<file path="config.mk">
export PLATFORM = sky130hd
export DESIGN_NAME = weigh_scale_line_decoder_top
export DESIGN_NICKNAME = d
export VERILOG_FILES = /design/src/wsld_pkg.sv /design/src/weigh_scale_line_decoder_top.sv /design/src/wsld_parser.sv /design/src/wsld_scale.sv
export SDC_FILE = /design/constraint.sdc
export NUM_CORES = 1
export LEC_CHECK = 0
export BUFFER_PORTS_ARGS = -buffer_cell sky130_fd_sc_hd__buf_2
export CAP_MARGIN = 10
export CORE_MARGIN = 2
export CORE_UTILIZATION = 65
export DETAILED_ROUTE_END_ITERATION = 10
export GPL_TIMING_DRIVEN = 0
export PLACE_DENSITY = 0.81
export SLEW_MARGIN = 20
export SYNTH_ARGS = -nofsm -noshare
export SYNTH_HDL_FRONTEND = slang
export SYNTH_SLANG_ARGS = --single-unit
</file>
<file path="constraint.sdc">
create_clock -name clk -period 9.6 [get_ports clk]
set_input_delay 0.96 -clock clk [delete_from_list [all_inputs] [get_ports clk]]
set_output_delay 0.96 -clock clk [all_outputs]
set_load 0.01 [all_outputs]
</file>
<file path="src/wsld_pkg.sv">
// ---------------------------------------------------------------------------
// wsld_pkg: shared types and constants for the weighing-scale line decoder
// Character codes, status codes, parse phases and the line summary record
// passed from the parser to the scaling stages.
// ---------------------------------------------------------------------------
package wsld_pkg;

  localparam int ACC_W      = 32;
  localparam int WEIGHT_W   = 32;
  localparam int FRAC_CNT_W = 3;   // holds up to six fraction digits
  localparam int POW10_W    = 20;  // 10^6 fits in 20 bits

  localparam logic [2:0] MIN_CONTENT = 3'd5;

  localparam logic [7:0] CH_NUL   = 8'h00;
  localparam logic [7:0] CH_TAB   = 8'h09;
  localparam logic [7:0] CH_LF    = 8'h0A;
  localparam logic [7:0] CH_VT    = 8'h0B;
  localparam logic [7:0] CH_FF    = 8'h0C;
  localparam logic [7:0] CH_CR    = 8'h0D;
  localparam logic [7:0] CH_SPACE = 8'h20;
  localparam logic [7:0] CH_PLUS  = 8'h2B;
  localparam logic [7:0] CH_COMMA = 8'h2C;
  localparam logic [7:0] CH_MINUS = 8'h2D;
  localparam logic [7:0] CH_POINT = 8'h2E;
  localparam logic [7:0] CH_ZERO  = 8'h30;
  localparam logic [7:0] CH_NINE  = 8'h39;
  localparam logic [7:0] CH_O     = 8'h4F;
  localparam logic [7:0] CH_L     = 8'h4C;

  typedef enum logic [2:0] {
    ST_OK        = 3'd0,
    ST_SHORT     = 3'd1,
    ST_NO_COMMA  = 3'd2,
    ST_OVERLOAD  = 3'd3,
    ST_NO_NUMBER = 3'd4
  } status_t;

  typedef enum logic [2:0] {
    PH_BLANK   = 3'd0,
    PH_SIGN    = 3'd1,
    PH_INT     = 3'd2,
    PH_FRAC    = 3'd3,
    PH_DONE    = 3'd4,
    PH_NOCOMMA = 3'd5
  } phase_t;

  typedef struct packed {
    status_t                 status;
    logic                    negative;
    logic                    clamp;
    logic [ACC_W-1:0]        acc;
    logic [FRAC_CNT_W-1:0]   frac_count;
  } line_sum_t;

  function automatic logic [POW10_W-1:0] pow10(input logic [FRAC_CNT_W-1:0] k);
    logic [POW10_W-1:0] p;
    unique case (k)
      3'd0:    p = 20'd1;
      3'd1:    p = 20'd10;
      3'd2:    p = 20'd100;
      3'd3:    p = 20'd1000;
      3'd4:    p = 20'd10000;
      3'd5:    p = 20'd100000;
      3'd6:    p = 20'd1000000;
      default: p = 20'd1;
    endcase
    return p;
  endfunction

endpackage

</file>
<file path="src/weigh_scale_line_decoder_top.sv">
// ---------------------------------------------------------------------------
// weigh_scale_line_decoder_top: serial weighing-scale line decoder
// Parses scale lines byte by byte and emits status and fixed-point weight.
// ---------------------------------------------------------------------------
//  channel  | signals                                        | beat
//  ---------+------------------------------------------------+-----------------
//  input    | byte_valid, byte_ready, rx_byte                | one received byte
//  result   | result_valid, result_ready, status,            | one finished line
//           | weight_milli, saturated                        |
//
// One byte per cycle while byte_ready is high. A line feed's result passes
// through the parser summary register (loaded on the beat), the multiply
// register and the clamp/output register.
// byte_ready drops only when all three stages are full and the result side
// stalls. Reset (synchronous) empties the pipeline and clears the line state.
// ---------------------------------------------------------------------------
module weigh_scale_line_decoder_top #(
  parameter int LINE_LEN    = 32,
  parameter int FRAC_DIGITS = 3
) (
  input  logic                          clk,
  input  logic                          rst,
  input  logic                          byte_valid,
  output logic                          byte_ready,
  input  logic [7:0]                    rx_byte,
  output logic                          result_valid,
  input  logic                          result_ready,
  output logic [2:0]                    status,
  output logic [wsld_pkg::WEIGHT_W-1:0] weight_milli,
  output logic                          saturated
);

  logic                sum_valid;
  logic                sum_take;
  wsld_pkg::line_sum_t sum;

  assign byte_ready = !sum_valid || sum_take;

  wsld_parser #(
    .LINE_LEN    (LINE_LEN),
    .FRAC_DIGITS (FRAC_DIGITS)
  ) u_parser (
    .clk       (clk),
    .rst       (rst),
    .beat      (byte_valid && byte_ready),
    .rx_byte   (rx_byte),
    .sum_valid (sum_valid),
    .sum_take  (sum_take),
    .sum       (sum)
  );

  wsld_scale #(
    .FRAC_DIGITS (FRAC_DIGITS)
  ) u_scale (
    .clk          (clk),
    .rst          (rst),
    .sum_valid    (sum_valid),
    .sum_take     (sum_take),
    .sum          (sum),
    .result_valid (result_valid),
    .result_ready (result_ready),
    .status       (status),
    .weight_milli (weight_milli),
    .saturated    (saturated)
  );

`ifndef SYNTHESIS
  a_err_zero: assert property (@(posedge clk) disable iff (rst)
    result_valid && status != wsld_pkg::ST_OK |-> weight_milli == '0 && !saturated)
    else $error("non-ok result carries weight or saturation");

  a_sat_limit: assert property (@(posedge clk) disable iff (rst)
    result_valid && saturated |->
      weight_milli == 32'h7FFF_FFFF || weight_milli == 32'h8000_0000)
    else $error("saturated result not at a range limit");

  a_stall_cause: assert property (@(posedge clk) disable iff (rst)
    !byte_ready |-> result_valid && !result_ready)
    else $error("input stalled without result back-pressure");

  a_ready_on_take: assert property (@(posedge clk) disable iff (rst)
    result_valid && result_ready |-> byte_ready)
    else $error("input not ready while a result beat frees the pipeline");
`endif

endmodule

</file>
<file path="src/wsld_parser.sv">
// ---------------------------------------------------------------------------
// wsld_parser: per-byte line parser
// Tracks the current line, accumulates the number after the comma and, on a
// line feed that closes a non-empty line, registers a line summary.
// ---------------------------------------------------------------------------
module wsld_parser #(
  parameter int LINE_LEN    = 32,
  parameter int FRAC_DIGITS = 3
) (
  input  logic                clk,
  input  logic                rst,
  input  logic                beat,       // byte accepted this cycle
  input  logic [7:0]          rx_byte,
  output logic                sum_valid,
  input  logic                sum_take,
  output wsld_pkg::line_sum_t sum
);

  localparam int CNT_W = $clog2(LINE_LEN);

  logic [CNT_W-1:0]                char_count, char_count_next;
  logic [15:0]                     lead_chars, lead_chars_next;
  logic [2:0]                      content_len, content_len_next;  // saturates at five
  logic                            term_seen, term_seen_next;
  wsld_pkg::phase_t                phase, phase_next;
  logic                            negative, negative_next;
  logic [wsld_pkg::ACC_W-1:0]      acc, acc_next;
  logic [wsld_pkg::FRAC_CNT_W-1:0] frac_count, frac_count_next;
  logic                            digit_seen, digit_seen_next;
  logic                            clamp, clamp_next;

  logic                            line_end;
  logic                            is_digit;
  logic                            is_blank;
  logic [3:0]                      digit;
  logic [wsld_pkg::ACC_W+3:0]      acc_x10;
  logic                            acc_ovf;
  wsld_pkg::phase_t                ph_eff;
  wsld_pkg::status_t               status_now;

  assign is_digit = (rx_byte >= wsld_pkg::CH_ZERO) && (rx_byte <= wsld_pkg::CH_NINE);
  assign is_blank = (rx_byte == wsld_pkg::CH_SPACE) || (rx_byte == wsld_pkg::CH_TAB) ||
                    (rx_byte == wsld_pkg::CH_VT) || (rx_byte == wsld_pkg::CH_FF);
  assign digit    = 4'(rx_byte - wsld_pkg::CH_ZERO);

  // acc*10 + digit as shift-and-add, with headroom to spot overflow
  assign acc_x10 = ({4'd0, acc} << 3) + ({4'd0, acc} << 1) + (wsld_pkg::ACC_W+4)'(digit);
  assign acc_ovf = |acc_x10[wsld_pkg::ACC_W+3:wsld_pkg::ACC_W];

  always_comb begin
    if (content_len < wsld_pkg::MIN_CONTENT) begin
      status_now = wsld_pkg::ST_SHORT;
    end else if (phase == wsld_pkg::PH_NOCOMMA) begin
      status_now = wsld_pkg::ST_NO_COMMA;
    end else if (lead_chars == {wsld_pkg::CH_O, wsld_pkg::CH_L}) begin
      status_now = wsld_pkg::ST_OVERLOAD;
    end else if (!digit_seen) begin
      status_now = wsld_pkg::ST_NO_NUMBER;
    end else begin
      status_now = wsld_pkg::ST_OK;
    end
  end

  always_comb begin
    char_count_next  = char_count;
    lead_chars_next  = lead_chars;
    content_len_next = content_len;
    term_seen_next   = term_seen;
    phase_next       = phase;
    negative_next    = negative;
    acc_next         = acc;
    frac_count_next  = frac_count;
    digit_seen_next  = digit_seen;
    clamp_next       = clamp;
    line_end         = 1'b0;
    ph_eff           = phase;

    if (beat && rx_byte != wsld_pkg::CH_CR) begin
      if (rx_byte == wsld_pkg::CH_LF ||
          char_count >= CNT_W'(LINE_LEN - 1)) begin
        // line feed closes the line; a byte into a full line discards it
        line_end         = (rx_byte == wsld_pkg::CH_LF) && (char_count != '0);
        char_count_next  = '0;
        lead_chars_next  = '0;
        content_len_next = '0;
        term_seen_next   = 1'b0;
        phase_next       = wsld_pkg::PH_BLANK;
        negative_next    = 1'b0;
        acc_next         = '0;
        frac_count_next  = '0;
        digit_seen_next  = 1'b0;
        clamp_next       = 1'b0;
      end else begin
        char_count_next = char_count + 1'b1;
        if (!term_seen) begin
          if (rx_byte == wsld_pkg::CH_NUL) begin
            term_seen_next = 1'b1;
          end else begin
            if (content_len < wsld_pkg::MIN_CONTENT) begin
              content_len_next = content_len + 1'b1;
            end
            if (char_count < CNT_W'(2)) begin
              lead_chars_next = {lead_chars[7:0], rx_byte};
            end else if (char_count == CNT_W'(2)) begin
              if (rx_byte != wsld_pkg::CH_COMMA) begin
                phase_next = wsld_pkg::PH_NOCOMMA;
              end
            end else if (phase != wsld_pkg::PH_NOCOMMA && phase != wsld_pkg::PH_DONE) begin
              if (phase == wsld_pkg::PH_BLANK) begin
                ph_eff = is_blank || rx_byte == wsld_pkg::CH_PLUS ||
                         rx_byte == wsld_pkg::CH_MINUS ? wsld_pkg::PH_BLANK
                                                       : wsld_pkg::PH_SIGN;
                if (rx_byte == wsld_pkg::CH_PLUS || rx_byte == wsld_pkg::CH_MINUS) begin
                  negative_next = (rx_byte == wsld_pkg::CH_MINUS);
                  phase_next    = wsld_pkg::PH_SIGN;
                end
              end
              if (ph_eff == wsld_pkg::PH_SIGN || ph_eff == wsld_pkg::PH_INT) begin
                if (is_digit) begin
                  acc_next        = acc_ovf ? '1 : acc_x10[wsld_pkg::ACC_W-1:0];
                  clamp_next      = clamp | acc_ovf;
                  digit_seen_next = 1'b1;
                  phase_next      = wsld_pkg::PH_INT;
                end else if (rx_byte == wsld_pkg::CH_POINT) begin
                  phase_next = wsld_pkg::PH_FRAC;
                end else begin
                  phase_next = wsld_pkg::PH_DONE;
                end
              end else if (ph_eff == wsld_pkg::PH_FRAC) begin
                if (is_digit) begin
                  digit_seen_next = 1'b1;
                  // digits past the kept precision are dropped: truncation
                  if (frac_count < wsld_pkg::FRAC_CNT_W'(FRAC_DIGITS)) begin
                    acc_next        = acc_ovf ? '1 : acc_x10[wsld_pkg::ACC_W-1:0];
                    clamp_next      = clamp | acc_ovf;
                    frac_count_next = frac_count + 1'b1;
                  end
                end else begin
                  phase_next = wsld_pkg::PH_DONE;
                end
              end
            end
          end
        end
      end
    end
  end

  always_ff @(posedge clk) begin
    if (rst) begin
      char_count  <= '0;
      lead_chars  <= '0;
      content_len <= '0;
      term_seen   <= 1'b0;
      phase       <= wsld_pkg::PH_BLANK;
      negative    <= 1'b0;
      acc         <= '0;
      frac_count  <= '0;
      digit_seen  <= 1'b0;
      clamp       <= 1'b0;
      sum_valid   <= 1'b0;
    end else begin
      char_count  <= char_count_next;
      lead_chars  <= lead_chars_next;
      content_len <= content_len_next;
      term_seen   <= term_seen_next;
      phase       <= phase_next;
      negative    <= negative_next;
      acc         <= acc_next;
      frac_count  <= frac_count_next;
      digit_seen  <= digit_seen_next;
      clamp       <= clamp_next;
      if (line_end) begin
        sum_valid <= 1'b1;
      end else if (sum_take) begin
        sum_valid <= 1'b0;
      end
    end
  end

  always_ff @(posedge clk) begin
    if (line_end) begin
      sum.status     <= status_now;
      sum.negative   <= negative;
      sum.clamp      <= clamp;
      sum.acc        <= acc;
      sum.frac_count <= frac_count;
    end
  end

endmodule

</file>
<file path="src/wsld_scale.sv">
// ---------------------------------------------------------------------------
// wsld_scale: fixed-point scaling and clamping of a line summary
// One stage multiplies by the missing power of ten, the next clamps to the
// signed 32-bit range, applies the sign and holds the result beat.
// ---------------------------------------------------------------------------
module wsld_scale #(
  parameter int FRAC_DIGITS = 3
) (
  input  logic                          clk,
  input  logic                          rst,
  input  logic                          sum_valid,
  output logic                          sum_take,
  input  wsld_pkg::line_sum_t           sum,
  output logic                          result_valid,
  input  logic                          result_ready,
  output logic [2:0]                    status,
  output logic [wsld_pkg::WEIGHT_W-1:0] weight_milli,
  output logic                          saturated
);

  localparam int SCALE_W = $clog2(10**FRAC_DIGITS + 1);
  localparam int PROD_W  = wsld_pkg::ACC_W + SCALE_W;

  logic                          mul_valid;
  wsld_pkg::status_t             mul_status;
  logic                          mul_neg;
  logic                          mul_clamp;
  logic [PROD_W-1:0]             mul_mag;

  logic                          mul_take;
  logic                          out_load;
  logic [SCALE_W-1:0]            scale;
  logic [PROD_W-1:0]             limit;
  logic                          over;
  logic [wsld_pkg::WEIGHT_W-1:0] weight_next;
  logic                          sat_next;

  assign out_load = mul_valid && (!result_valid || result_ready);
  assign mul_take = !mul_valid || out_load;
  assign sum_take = sum_valid && mul_take;

  assign scale = SCALE_W'(wsld_pkg::pow10(
                   wsld_pkg::FRAC_CNT_W'(FRAC_DIGITS) - sum.frac_count));

  // negative side reaches one further
  assign limit = mul_neg ? PROD_W'(33'h0_8000_0000) : PROD_W'(33'h0_7FFF_FFFF);
  assign over  = mul_clamp || (mul_mag > limit);

  always_comb begin
    if (mul_status != wsld_pkg::ST_OK) begin
      weight_next = '0;
      sat_next    = 1'b0;
    end else if (over) begin
      weight_next = mul_neg ? 32'h8000_0000 : 32'h7FFF_FFFF;
      sat_next    = 1'b1;
    end else begin
      weight_next = mul_neg ? (32'd0 - mul_mag[wsld_pkg::WEIGHT_W-1:0])
                            : mul_mag[wsld_pkg::WEIGHT_W-1:0];
      sat_next    = 1'b0;
    end
  end

  always_ff @(posedge clk) begin
    if (rst) begin
      mul_valid    <= 1'b0;
      result_valid <= 1'b0;
    end else begin
      if (mul_take) begin
        mul_valid <= sum_valid;
      end
      if (out_load) begin
        result_valid <= 1'b1;
      end else if (result_ready) begin
        result_valid <= 1'b0;
      end
    end
  end

  always_ff @(posedge clk) begin
    if (sum_take) begin
      mul_status <= sum.status;
      mul_neg    <= sum.negative;
      mul_clamp  <= sum.clamp;
      mul_mag    <= PROD_W'(sum.acc) * PROD_W'(scale);
    end
    if (out_load) begin
      status       <= mul_status;
      weight_milli <= weight_next;
      saturated    <= sat_next;
    end
  end

endmodule

</file>
# [Word level (Yosys, flattened, before mapping)]
# Cells that the tools add are included.
# W data, S select, Z words.
[totals] register_bits=192 inputBits=12 out_inout_bits=38 elab_cells=221
[op_classes] n_addsub=8 n_mul=1 n_lt_le_gt_ge=7 n_eq_ne=30 n_mux=100 n_bitwise=1 reduce_logical=48
[ops] cell="$mux W32" count=16
[ops] cell="$mux W3" count=37
[ops] cell="$mux W16" count=4
[ops] cell="$pmux W10 S6" count=1
[ops] cell="$gt A42 B42 Y1" count=1
[ops] cell="$mul A32 B10 Y42" count=1
[ops] cell="$mux W1" count=39
[ops] cell="$add A35 B33 Y36" count=1
[ops] cell="$add A36 B4 Y36" count=1
[ops] cell="$eq A8 B4 Y1 const B" count=4
[ops] cell="$eq A8 B6 Y1 const B" count=4
[ops] cell="$sub A1 B32 Y32 const A" count=1
[ops] cell="$reduce_bool A2 Y1" count=10
[ops] cell="$eq A16 B15 Y1 const B" count=1
[ops] cell="$eq A3 B2 Y1 const B" count=4
[ops] cell="$eq A3 B3 Y1 const B" count=4
[ops] cell="$logic_or A1 B1 Y1" count=12
[ops] cell="$reduce_bool A3 Y1" count=4
[ops] cell="$reduce_and A10 Y1" count=1
[ops] cell="$reduce_and A9 Y1" count=1
[ops] cell="$ge A8 B6 Y1 const B" count=1
[ops] cell="$le A8 B6 Y1 const B" count=1
[ops] cell="$logic_not A8 Y1" count=1
[ops] cell="$ne A2 B1 Y1 const B" count=4
[ops] cell="other kinds (28)" count=41

# [Logic depth before layout (Yosys ltp)]
[logic_depth] depth_word=24 mapped_depth=26 mapped_depth_nobuf=22

# [Hierarchy]
# Synthesis repeated with hierarchy kept, for this count alone.
[unflattened] cells_unflattened=2288 area_unflattened_um2=21126.5
[modules_own_cells] mod="wsld_scale" n_inst=1 cells_per_inst=1554 area_per_inst_um2=14502.7 seq_area_each_um2=2532.4
[modules_own_cells] mod="wsld_parser" n_inst=1 cells_per_inst=732 area_per_inst_um2=6601.3 seq_area_each_um2=2542.4
[modules_own_cells] mod="weigh_scale_line_decoder_top" n_inst=1 cells_per_inst=2 area_per_inst_um2=22.5 seq_area_each_um2=0.0

# [Worst setup path before layout]
# OpenSTA, ideal clock, no wires.
[synth_timing] path_type="reg2reg" from="register u_parser.sum[0] (netlist name)" to="register u_scale.mul_mag[41] (data pin)" setup_time_ns=0.261 arrival_ns=6.367 t_required_ns=9.339 path_slack_ns=2.972 path_stages_with_launch=24 period_less_slack_ns=6.628 path_cell_list="edfxtp_1 > clkbuf_1 > inv_1 > nor3_1 > clkbuf_1 > clkbuf_1 > nand2_1 > fa_1 > inv_1 > fa_1 > ha_1 > fa_1 > inv_1 > fa_1 > inv_1 > ha_1 > and3_1 > a211oi_1 > nor3_1 > o41ai_1 > a21oi_1 > a41oi_1 > o21ai_0 > xnor2_1"
[synth_between] elab_chain_len=4 word_cells_on_any_way=9 cone_classes="1 x add/sub; 1 x mul; 6 x eq/ne; 1 x mux"
[synth_lines] element="$sub A2 B3 Y3 (*)" line="wsld_scale.sv:43" text="wsld_pkg::FRAC_CNT_W'(FRAC_DIGITS) - sum.frac_count));"
[synth_lines] element="$eq A3 B3 Y1 (tied with other cells)" line="wsld_pkg.sv:58" text="unique case (k)"
[synth_lines] element="$pmux W10 S6 (*)" line="wsld_pkg.sv:58"
[synth_lines] element="$mul A32 B10 Y42 (*)" line="wsld_scale.sv:84" text="mul_mag <= PROD_W'(sum.acc) * PROD_W'(scale);"
[synth_lines] element="end signal, assigned" line="wsld_scale.sv:84"
[synth_lines] element="end, declared" line="wsld_scale.sv:28" text="logic [PROD_W-1:0] mul_mag;"
# Mark *: on every way between the ends. The rest lies on a longest branch, timed or not.
# A chain may end at the register's enable or synchronous reset.

# [Worst setup path in the final report]
[layout_timing] from="register u_parser.sum[2] (netlist name)" to="register u_scale.mul_mag[39] (data pin)"
[layout_between] elab_chain_len=4 word_cells_on_any_way=9 cone_classes="1 x add/sub; 1 x mul; 6 x eq/ne; 1 x mux"
[layout_lines] element="$sub A2 B3 Y3 (*)" line="wsld_scale.sv:43"
[layout_lines] element="$eq A3 B3 Y1 (tied with other cells)" line="wsld_pkg.sv:58"
[layout_lines] element="$pmux W10 S6 (*)" line="wsld_pkg.sv:58"
[layout_lines] element="$mul A32 B10 Y42 (*)" line="wsld_scale.sv:84"
# Marked as above.

==> flow_metrics.py <==
metrics = {
    "critical_path": {
        "cpLargestDelayFamily": "adder cells",
        "worst-path-buf-inv": 7,
        "start_kind": "flip-flop",
        "end_kind": "flip-flop",
        "cp_common_cell": "fa_1",
        "cp_data_arrival_time_ps": 8910,
        "slowest_stage": "clkbuf_1",
        "slowest_delay_ps": 630,
        "cp_cell_sequence": "clkbuf_1, xor2_1, nor2_1, clkbuf_1, clkbuf_1, o21ai_0, fa_1, fa_1, inv_1, fa_1, fa_1, inv_1, fa_1, inv_1, ha_1, clkbuf_1, nand4_1, nor3_1, o41ai_1, a21oi_1, a41oi_1, or4b_1, o2111ai_1",
        "worstSetupPathType": "flip-flop to flip-flop",
        "crit_fanout": 10,
        "cp.required_ps": 9910,
    },
    "logic_synthesis": {
        "ys_warn_count": 0,
        "yosysSeqAreaShare_pct": 24.43,
        "synthesis.nets": 2659,
        "avgSynthCellArea_sq_um": 9.324,
        "dominantRegCellSynth": "edfxtp_1",
        "ys_ff_latch": 192,
        "syn-instance-count": 2228,
        "synth_area_leader_cell": "fa_1",
        "netlist_area_sq_mm": 0.02077,
        "ys_async_sr_fraction_pct": 0,
        "synth_area_leaders": "fa_1, edfxtp_1, ha_1, dfxtp_1, and2_1",
        "synth_cell_type_count": 73,
        "synth_top_area_share_pct": 23.13,
        "synth_edf_count": 123,
    },
    "clock_tree": {
        "cts_tree": "done",
        "cts_hold_buf": 0,
        "post_cts_buffers": 0,
        "cts_resized": 0,
        "cts-root-buf": "clkbuf_16",
        "cts-htree-levels": 4,
        "cts_buffer_depth": 2,
        "cts_sinks": 192,
        "path_clk_slew_ps": 90,
        "numCtsBuffers": 17,
        "worstSkewPairLatency_ps": 460,
    },
    "timing": {
        "rsz0062_at_grt": "false",
        "finalSetupViolations": 0,
        "clock_skew_ps": 21.87,
        "fin_crit_sh_pct": 89.59,
        "worst_pin_slew_ps": 1115,
        "hold_viol": 0,
        "clock.fmax_ghz": 0.1163,
        "slew_viol_final": 0,
        "slew_headroom_pct": 25.68,
        "tns_ps": 0,
        "min_period_ps": 8601,
        "setup_slack_ps": 999.2,
    },
    "layout": {
        "final_cell_mix": "inv_1, fa_1, nand2_1",
        "layout-drive-gt1-share_pct": 5.318,
        "nNetsFinal": 2731,
        "area_growth_pct": 7.065,
        "antenna_cells": 0,
        "final_common_cell": "inv_1",
    },
    "placement": {
        "io_buffers": 49,
        "gp_congestion": 0.9583,
        "dp_hpwl_um": 40760,
        "dpl_worst_slack_ps": 1117,
    },
    "hold_path": {
        "hold_path.class": "flip-flop to flip-flop",
    },
    "route": {
        "vias": 16960,
        "drt-pass1-iter-count": 5,
        "ant_nets": 0,
        "drcViolationCount": 0,
        "wl_um": 51780,
        "avgViaCountPerCell": 6.246,
        "wl_per_cell_um": 19.07,
        "drtIter0Drc": 1448,
    },
    "floorplanning": {
        "dieWidth_um": 182.8,
        "initial_core_util_pct": 66.01,
        "fp.dieH_um": 182.8,
        "die_area_sq_mm": 0.03341,
        "num_rows": 65,
        "core_sq_mm": 0.03147,
        "ios": 50,
    },
    "pwr": {
        "leakage_nw": 10.30,
        "ir_drop_mv": 0.1242,
        "cellPowerDensity_mw_per_mm2": 76.07,
    },
    "grt": {
        "grt_max_degree": 32,
        "grt_pass1_vias": 17560,
        "antenna_found_initial": 0,
        "grt_util_all_layers_pct": 32.77,
        "gr-total-overflow": 0,
        "grt_pass1_wl_um": 87160,
    },
    "run": {
        "maxCapViolations": 0,
    },
    "status": {
        "status": "completed",
    },
}
[registers in the layout, summed over array words and instances (netlist names)]
name,count
u_parser.acc,32
u_parser.char_count,5
u_parser.clamp,1
u_parser.content_len,3
u_parser.digit_seen,1
u_parser.frac_count,3
u_parser.lead_chars,16
u_parser.negative,1
u_parser.phase,3
u_parser.sum,40
u_parser.sum_valid,1
u_parser.term_seen,1
u_scale.mul_clamp,1
u_scale.mul_mag,42
u_scale.mul_neg,1
u_scale.mul_status,3
u_scale.mul_valid,1
u_scale.result_valid,1
u_scale.saturated,1
u_scale.status,3
u_scale.weight_milli,32
[kinds of logic (layout without fill, tap and decap cells)]
family | after synthesis | count (layout) | synth area share (%)
flip-flops | 192 | 192 | 24.43
XOR/XNOR | 69 | 69 | 2.909
AO/OA/AOI/OAI | 456 | 456 | 14.06
buffers and inverters | 351 | 436 | 6.450
adder cells (fa/ha/maj) | 419 | 419 | 33.91
AND/OR/NAND/NOR | 724 | 724 | 17.42
multiplexers | 17 | 17 | 0.8191
[stage by stage]
step	utilization [%]	power (W)	area, sq um	std cells	hold WS (ps)
after global routing	70.67	0.001735	22240	2715	454.4
final	70.67	0.001692	22240	2715	442.7
after CTS	70.65	0.001694	22240	2715	436.4
after detailed placement	68.72	0.0009655	21630	2683	420.9
after floorplan	-	0.0009441	20770	2228	400.3
after global placement	68.38	0.0009618	21520	2679	401.1
[path summary, 6_finish.rpt]
| kind | start | end | slack, ps | cells past startpoint |
|---|---|---|---|---|
| setup / recovery | u_parser.sum[2] | u_scale.mul_mag[39] | 1000 | 23 |
| hold / removal | u_parser.sum[39] | u_scale.mul_status[2] | 440 | 0 |
| setup reg to reg | u_parser.sum[2] | u_scale.mul_mag[39] | 1000 | 23 |
| hold reg to reg | u_parser.sum[39] | u_scale.mul_status[2] | 440 | 0 |
[layout make-up]
cell class	instances	area, sq um
buffer	99	394.1
inverter	252	945.9
multi-input combinational	1685	14400
clock buffer	17	425.4
clock inverter	15	181.4
sequential	192	5075
timing repair buffer	53	315.3
tap	402	503.0
fill	2396	9231
[synthesized netlist by cell type (9+ instances only)]
master / number
o21ai_0: 111
a22oi_1: 32
a21o_1: 39
dfxtp_1: 69
nand2b_1: 33
o21bai_1: 9
o21a_1: 10
nor4_1: 14
nand2_1: 239
o31ai_1: 33
nor3_1: 48
edfxtp_1: 123
nand3_1: 32
mux2i_1: 17
o211ai_1: 14
nor2_1: 114
fa_1: 240
clkbuf_1: 86
a31oi_1: 31
and3_1: 16
a211oi_1: 18
and2_1: 152
or3_1: 11
ha_1: 179
nand4_1: 24
xor2_1: 30
a21oi_1: 105
inv_1: 251
xnor2_1: 39
[layer usage]
layer	track usage, %	wire length, um	up-vias
met3	5.322	3584	169
met1	41.20	20490	8287
met5	1.333	0	-
met2	56.35	25670	732
met4	13.98	2041	0
li1	-	-	7769
[power breakdown]
| part | internal, W | switching [W] |
|---|---|---|
| registers | 0.000874 | 0.00000608 |
| clock network | 0.000358 | 0.000386 |
| logic | 0.0000250 | 0.0000424 |
| total | 0.00126 | 0.000435 |
Power figures use the tool's default switching activity.
